### src/rtl/core/glu_pkg.sv
// Shared types and constants for the GCD / LCM unit.
`timescale 1ns / 1ps

package glu_pkg;

    // Port field widths
    localparam int FIELD_W  = 32;
    localparam int RESULT_W = 64;
    localparam int TDATA_W  = 2 * FIELD_W;

    // Operation select carried on s_tuser
    localparam logic CMD_GCD = 1'b0;
    localparam logic CMD_LCM = 1'b1;

    // Handshake between the sequencer and an iterative arithmetic unit
    typedef struct packed {
        logic busy;
        logic done;
    } unit_status_t;

endpackage

### src/rtl/core/glu_divider.sv
// Restoring divider, one quotient bit per cycle; gives quotient and remainder.
`timescale 1ns / 1ps

module glu_divider #(
    parameter int WIDTH = 32
) (
    input  logic                  aclk,
    input  logic                  aresetn,
    input  logic                  start,
    input  logic [WIDTH-1:0]      dividend,
    input  logic [WIDTH-1:0]      divisor,
    output logic [WIDTH-1:0]      quotient,
    output logic [WIDTH-1:0]      remainder,
    output glu_pkg::unit_status_t status
);
    import glu_pkg::*;

    localparam int CNT_W = $clog2(WIDTH + 1);

    logic [WIDTH-1:0] rem_reg, quo_reg, dvs_reg;
    logic [CNT_W-1:0] cnt_reg;
    logic             busy_reg, done_reg;

    logic [WIDTH:0]   trial;
    logic             borrow;

    // Bring down the next dividend bit and try the subtract
    assign trial  = {rem_reg, quo_reg[WIDTH-1]} - {1'b0, dvs_reg};
    assign borrow = trial[WIDTH];

    always_ff @(posedge aclk) begin
        if (!aresetn) begin
            busy_reg <= 1'b0;
            done_reg <= 1'b0;
            cnt_reg  <= '0;
        end else begin
            done_reg <= 1'b0;
            if (start) begin
                rem_reg  <= '0;
                quo_reg  <= dividend;
                dvs_reg  <= divisor;
                cnt_reg  <= CNT_W'(WIDTH);
                busy_reg <= 1'b1;
            end else if (busy_reg) begin
                rem_reg <= borrow ? {rem_reg[WIDTH-2:0], quo_reg[WIDTH-1]}
                                  : trial[WIDTH-1:0];
                quo_reg <= {quo_reg[WIDTH-2:0], ~borrow};
                cnt_reg <= cnt_reg - 1'b1;
                if (cnt_reg == CNT_W'(1)) begin
                    busy_reg <= 1'b0;
                    done_reg <= 1'b1;
                end
            end
        end
    end

    assign quotient    = quo_reg;
    assign remainder   = rem_reg;
    assign status.busy = busy_reg;
    assign status.done = done_reg;

endmodule

### src/rtl/core/glu_multiplier.sv
// Shift-and-add multiplier, one multiplier bit per cycle, double-width product.
`timescale 1ns / 1ps

module glu_multiplier #(
    parameter int WIDTH = 32
) (
    input  logic                  aclk,
    input  logic                  aresetn,
    input  logic                  start,
    input  logic [WIDTH-1:0]      multiplicand,
    input  logic [WIDTH-1:0]      multiplier,
    output logic [2*WIDTH-1:0]    product,
    output glu_pkg::unit_status_t status
);
    import glu_pkg::*;

    localparam int CNT_W = $clog2(WIDTH + 1);

    logic [2*WIDTH-1:0] acc_reg, mcd_reg;
    logic [WIDTH-1:0]   mpl_reg;
    logic [CNT_W-1:0]   cnt_reg;
    logic               busy_reg, done_reg;

    always_ff @(posedge aclk) begin
        if (!aresetn) begin
            busy_reg <= 1'b0;
            done_reg <= 1'b0;
            cnt_reg  <= '0;
        end else begin
            done_reg <= 1'b0;
            if (start) begin
                acc_reg  <= '0;
                mcd_reg  <= {{WIDTH{1'b0}}, multiplicand};
                mpl_reg  <= multiplier;
                cnt_reg  <= CNT_W'(WIDTH);
                busy_reg <= 1'b1;
            end else if (busy_reg) begin
                if (mpl_reg[0]) begin
                    acc_reg <= acc_reg + mcd_reg;
                end
                mcd_reg <= {mcd_reg[2*WIDTH-2:0], 1'b0};
                mpl_reg <= {1'b0, mpl_reg[WIDTH-1:1]};
                cnt_reg <= cnt_reg - 1'b1;
                if (cnt_reg == CNT_W'(1)) begin
                    busy_reg <= 1'b0;
                    done_reg <= 1'b1;
                end
            end
        end
    end

    assign product     = acc_reg;
    assign status.busy = busy_reg;
    assign status.done = done_reg;

endmodule

### src/rtl/core/gcd_lcm_unit.sv
// GCD / LCM unit: top level with the Euclid sequencer and stream handshake.
//
// Usage: one beat on the s_ channel carries two unsigned operands and a
// command (s_tuser: 0 = GCD, 1 = LCM). Only the low OPERAND_WIDTH bits of
// each operand are used. One beat comes back on the m_ channel: the GCD
// zero-extended to 64 bits, or the full double-width LCM.
// GCD: Euclid remainder steps; each remainder runs on the shared
// restoring divider, with one compare in ST_EUCLID before each step.
// No remainder step is run if either operand is zero. LCM adds one more
// divide (a / gcd) and a shift-add multiply; a zero operand gives 0
// right after the gcd check.
// One item is in flight at a time: s_tready is high only while idle, and the
// next item is taken the cycle after the result beat is accepted.
// A stalled receiver holds the result in the output register until
// m_tready; nothing is lost. Reset (aresetn low, synchronous) drops any item
// in progress and returns to idle; the unit keeps no state between items.
`timescale 1ns / 1ps

module gcd_lcm_unit #(
    parameter int OPERAND_WIDTH = 32
) (
    input  logic                         aclk,
    input  logic                         aresetn,
    input  logic                         s_tvalid,
    output logic                         s_tready,
    input  logic [glu_pkg::TDATA_W-1:0]  s_tdata,   // operand_a [31:0], operand_b [63:32]
    input  logic                         s_tuser,   // command [0]
    output logic                         m_tvalid,
    input  logic                         m_tready,
    output logic [glu_pkg::RESULT_W-1:0] m_tdata    // result_value [63:0]
);
    import glu_pkg::*;

    localparam int W = OPERAND_WIDTH;

    typedef enum logic [2:0] {
        ST_IDLE,
        ST_EUCLID,
        ST_REM,
        ST_QUOT,
        ST_MUL,
        ST_OUT
    } state_t;

    state_t            state_reg;
    logic              cmd_reg;
    logic [W-1:0]      a_reg, b_reg;
    logic [W-1:0]      x_reg, y_reg;
    logic              x_big_reg;
    logic [RESULT_W-1:0] res_reg;

    logic              div_start_reg;
    logic [W-1:0]      div_dvd_reg, div_dvs_reg;
    logic              mul_start_reg;
    logic [W-1:0]      mul_mcd_reg;

    logic [W-1:0]      div_quo, div_rem;
    logic [2*W-1:0]    mul_prod;
    unit_status_t      div_stat, mul_stat;

    logic [W-1:0]      gcd_val;

    assign gcd_val = x_reg | y_reg;   // one of them is zero when used

    glu_divider #(
        .WIDTH (W)
    ) u_div (
        .aclk      (aclk),
        .aresetn   (aresetn),
        .start     (div_start_reg),
        .dividend  (div_dvd_reg),
        .divisor   (div_dvs_reg),
        .quotient  (div_quo),
        .remainder (div_rem),
        .status    (div_stat)
    );

    glu_multiplier #(
        .WIDTH (W)
    ) u_mul (
        .aclk         (aclk),
        .aresetn      (aresetn),
        .start        (mul_start_reg),
        .multiplicand (mul_mcd_reg),
        .multiplier   (b_reg),
        .product      (mul_prod),
        .status       (mul_stat)
    );

    always_ff @(posedge aclk) begin
        if (!aresetn) begin
            state_reg     <= ST_IDLE;
            div_start_reg <= 1'b0;
            mul_start_reg <= 1'b0;
        end else begin
            div_start_reg <= 1'b0;
            mul_start_reg <= 1'b0;
            unique case (state_reg)
                ST_IDLE: begin
                    if (s_tvalid) begin
                        cmd_reg   <= s_tuser;
                        a_reg     <= s_tdata[W-1:0];
                        b_reg     <= s_tdata[FIELD_W +: W];
                        x_reg     <= s_tdata[W-1:0];
                        y_reg     <= s_tdata[FIELD_W +: W];
                        state_reg <= ST_EUCLID;
                    end
                end
                ST_EUCLID: begin
                    if (x_reg == '0 || y_reg == '0) begin
                        if (cmd_reg == CMD_GCD) begin
                            res_reg   <= RESULT_W'(gcd_val);
                            state_reg <= ST_OUT;
                        end else if (a_reg == '0 || b_reg == '0) begin
                            res_reg   <= '0;
                            state_reg <= ST_OUT;
                        end else if (!div_stat.busy) begin
                            // lcm = (a / g) * b
                            div_dvd_reg   <= a_reg;
                            div_dvs_reg   <= gcd_val;
                            div_start_reg <= 1'b1;
                            state_reg     <= ST_QUOT;
                        end
                    end else if (!div_stat.busy) begin
                        x_big_reg     <= (x_reg > y_reg);
                        div_dvd_reg   <= (x_reg > y_reg) ? x_reg : y_reg;
                        div_dvs_reg   <= (x_reg > y_reg) ? y_reg : x_reg;
                        div_start_reg <= 1'b1;
                        state_reg     <= ST_REM;
                    end
                end
                ST_REM: begin
                    if (div_stat.done) begin
                        if (x_big_reg) begin
                            x_reg <= div_rem;
                        end else begin
                            y_reg <= div_rem;
                        end
                        state_reg <= ST_EUCLID;
                    end
                end
                ST_QUOT: begin
                    if (div_stat.done) begin
                        mul_mcd_reg   <= div_quo;
                        mul_start_reg <= 1'b1;
                        state_reg     <= ST_MUL;
                    end
                end
                ST_MUL: begin
                    if (mul_stat.done) begin
                        res_reg   <= RESULT_W'(mul_prod);
                        state_reg <= ST_OUT;
                    end
                end
                ST_OUT: begin
                    if (m_tready) begin
                        state_reg <= ST_IDLE;
                    end
                end
                default: begin
                    state_reg <= ST_IDLE;
                end
            endcase
        end
    end

    assign s_tready = (state_reg == ST_IDLE);
    assign m_tvalid = (state_reg == ST_OUT);
    assign m_tdata  = res_reg;

endmodule
### config.mk
export PLATFORM = sky130hd
export DESIGN_NAME = gcd_lcm_unit
export DESIGN_NICKNAME = d
export VERILOG_FILES = /design/src/rtl/core/glu_pkg.sv /design/src/rtl/core/glu_divider.sv /design/src/rtl/core/glu_multiplier.sv /design/src/rtl/core/gcd_lcm_unit.sv
export SDC_FILE = /design/constraint.sdc
export NUM_CORES = 1
export LEC_CHECK = 0
export BUFFER_PORTS_ARGS = -buffer_cell sky130_fd_sc_hd__buf_2
export CAP_MARGIN = 40
export CORE_UTILIZATION = 45
export CTS_BUF_LIST = sky130_fd_sc_hd__clkbuf_4
export DETAILED_ROUTE_END_ITERATION = 12
export PLACE_DENSITY = 0.63
export SYNTH_ARGS = -nofsm -noshare
export SYNTH_HDL_FRONTEND = slang
export SYNTH_SLANG_ARGS = --single-unit
### constraint.sdc
create_clock -name aclk -period 13 [get_ports aclk]
set_input_delay 0.65 -clock aclk [delete_from_list [all_inputs] [get_ports aclk]]
set_output_delay 0.65 -clock aclk [all_outputs]
set_load 0.05 [all_outputs]
==> flow_summary.ini <==
[floorplanning]
die_area_mm2 = 0.0659
die_y_um = 257
ioPinCount = 135
core_mm2 = 0.0643
rows = 93
die_w_um = 257
initial_core_util = 0.454

[finish]
final_area_mm2 = 0.0336
final_common_cell = edfxtp_1
final_util = 0.522
drive_gt1_frac = 0.189
area_delta_synth_final_pct = 15.0
layout_common_cells = 546 x edfxtp_1, 318 x nand2_1, 227 x clkbuf_4, 180 x nor2_1, 163 x ha_1
nets = 2981

[timing]
tightest_slew_ps = 907
setup_viol = 0
finalSetupTns_ps = 0
hold_viol = 0
skew_ps = 73.1
hold_ws_ps = 250
rsz0062_at_grt = no
fin_crit_sh = 0.335
min_period_ps = 4360
slew_headroom = 0.395
max_freq_ghz = 0.229
finalWorstSetupSlack_ps = 8640
maxSlewViolCount = 0

[pwr]
leakage_uw = 0.0129
power_density_mw_per_mm2 = 145
peakVddDrop_v = 0.000107

[place]
pre_cts_slack_ps = 8680
portBuffers = 134
dp_hpwl_um = 50800
gp_congestion = 0.920
dpl-instance-area_mm2 = 0.0310

[clocking]
post-cts-setup-buffer-count = 0
htreeDepth = 4
clockRootBuffer = clkbuf_4
cts_resized = 0
insertion_delay_ps = 980
numCtsBuffers = 155
clkTransAtPathRegs_ps = 60
hold_buffers = 66
tritoncts = yes
clk_path_buf_depth = 3
cts.sinks = 567

[detailed_routing]
drc = 0
wl_per_cell_um = 19.3
viasPerCell = 5.45
drt-pass1-iter-count = 5
ant_nets = 0
drt_iter0_drc = 1538
wl_um = 71900
vias = 20300

[logic_synthesis]
yosysSeqAreaShare = 0.576
synth-seq-cells = 567
syn_area_per_cell_um2 = 11.8
syn_inst = 2468
syn_area_mm2 = 0.0292
synth-edff-count = 546
async_reset_ff_frac = 0
yosys.cell_types.count = 78
yosys_warnings = 0
synth_nets = 2702
synthFlopType = edfxtp_1

[worst_setup_path]
cp_data_required_time_ps = 13670
path_class = flop to flop
critPathCaptureType = flop
crit_fanout = 32
start_kind = flop
worst_ep_arrival_time_ps = 5030

[global_routing]
grt_start_max_net_pins = 172
grt-ovfl-total = 0
track_usage = 0.221
antenna_found_initial = 1
grt_pass1_vias = 20300
grt_pass1_wl_um = 113000

[worst_hold_path]
hp-class = primary input to flop

[status]
outcome = complete, no violations

[run]
maxCapViolCount = 0
cell families (layout without fill, tap and decap cells):
group	Yosys count	after routing	share of synthesized area
and+or+nand+nor	768	768	0.122
AOI/OAI and AO/OA	424	424	0.0934
adders and majority gates	165	165	0.0712
DFF	567	567	0.576
other	0	3	0
xor gates and xnor gates	92	92	0.0276
buffers and inverters	233	626	0.0314
muxes	219	219	0.0793
layout make-up:
cell class | instances | area, um^2
Antenna cell | 3 | 7.51
Clock inverter | 44 | 256
Multi-Input combinational cell | 1668 | 11600
Timing Repair Buffer | 227 | 1660
Tap cell | 855 | 1070
Sequential cell | 567 | 16800
Fill cell | 5605 | 30800
Inverter | 128 | 483
Clock buffer | 227 | 1700
Yosys cell counts (10+ instances only):
cell type | number | area share
a31oi_1 | 12 | 0.0026
o31ai_1 | 37 | 0.0095
o21a_1 | 15 | 0.0039
xor2_1 | 33 | 0.0099
nor2_1 | 182 | 0.023
clkbuf_1 | 74 | 0.0095
nand3_1 | 17 | 0.0029
nand2b_1 | 15 | 0.0032
a21oi_1 | 115 | 0.020
xnor2_1 | 59 | 0.018
mux2_2 | 95 | 0.037
edfxtp_1 | 546 | 0.56
nor4_1 | 44 | 0.0094
buf_1 | 10 | 0.0013
o21bai_1 | 22 | 0.0057
inv_1 | 128 | 0.016
nand4_1 | 29 | 0.0062
buf_2 | 14 | 0.0024
nor2b_1 | 57 | 0.012
a21o_1 | 37 | 0.0095
and2_1 | 38 | 0.0081
mux2i_1 | 123 | 0.042
o21ai_0 | 105 | 0.018
a211oi_1 | 22 | 0.0057
dfxtp_1 | 21 | 0.014
ha_1 | 163 | 0.070
nor3_1 | 28 | 0.0048
nand2_1 | 319 | 0.041
layer usage:
metal / GRT usage / routed length [um]
met3: 0.0447 / 4010
met2: 0.348 / 33500
met4: 0.0688 / 1370
met5: 0 / 0
met1: 0.307 / 33000
metrics by stage:
stage          instances  total power [uW]
3_3_place_gp        3373              3240
4_1_cts             3716              4920
6_report            3719              4870
5_1_grt             3719              5120
2_1_floorplan       2468              2990
3_5_place_dp        3379              3270
worst paths after layout:
| check | from | to | slack, ps | cells past startpoint |
|---|---|---|---|---|
| max | u_div.quotient[31] | u_div.remainder[5] | 8640 | 15 |
| min | m_tready | state_reg[2] | 250 | 6 |
| max reg2reg | u_div.quotient[31] | u_div.remainder[5] | 8640 | 15 |
| min reg2reg | div_dvs_reg[26] | u_div.dvs_reg[26] | 390 | 0 |
critical path: stages (launching register included):
cell and delay [ps]:
edfxtp_1 420, inv_1 80, ha_1 170, inv_1 60, fa_1 420, a211oi_1 330
o21ai_0 230, a21oi_1 350, o21ai_0 310, a41oi_1 360, a21oi_1 100, nor2_1 170
xnor2_2 210, buf_4 530, mux2i_1 260, nor2_1 70
report_power, final:
part	switching (uW)	total (uW)	internal [uW]
Clock	753	1610	859
Combinational	556	910	354
Sequential	111	2350	2240
Total	1420	4870	3450
Power figures use the tool's default switching activity.
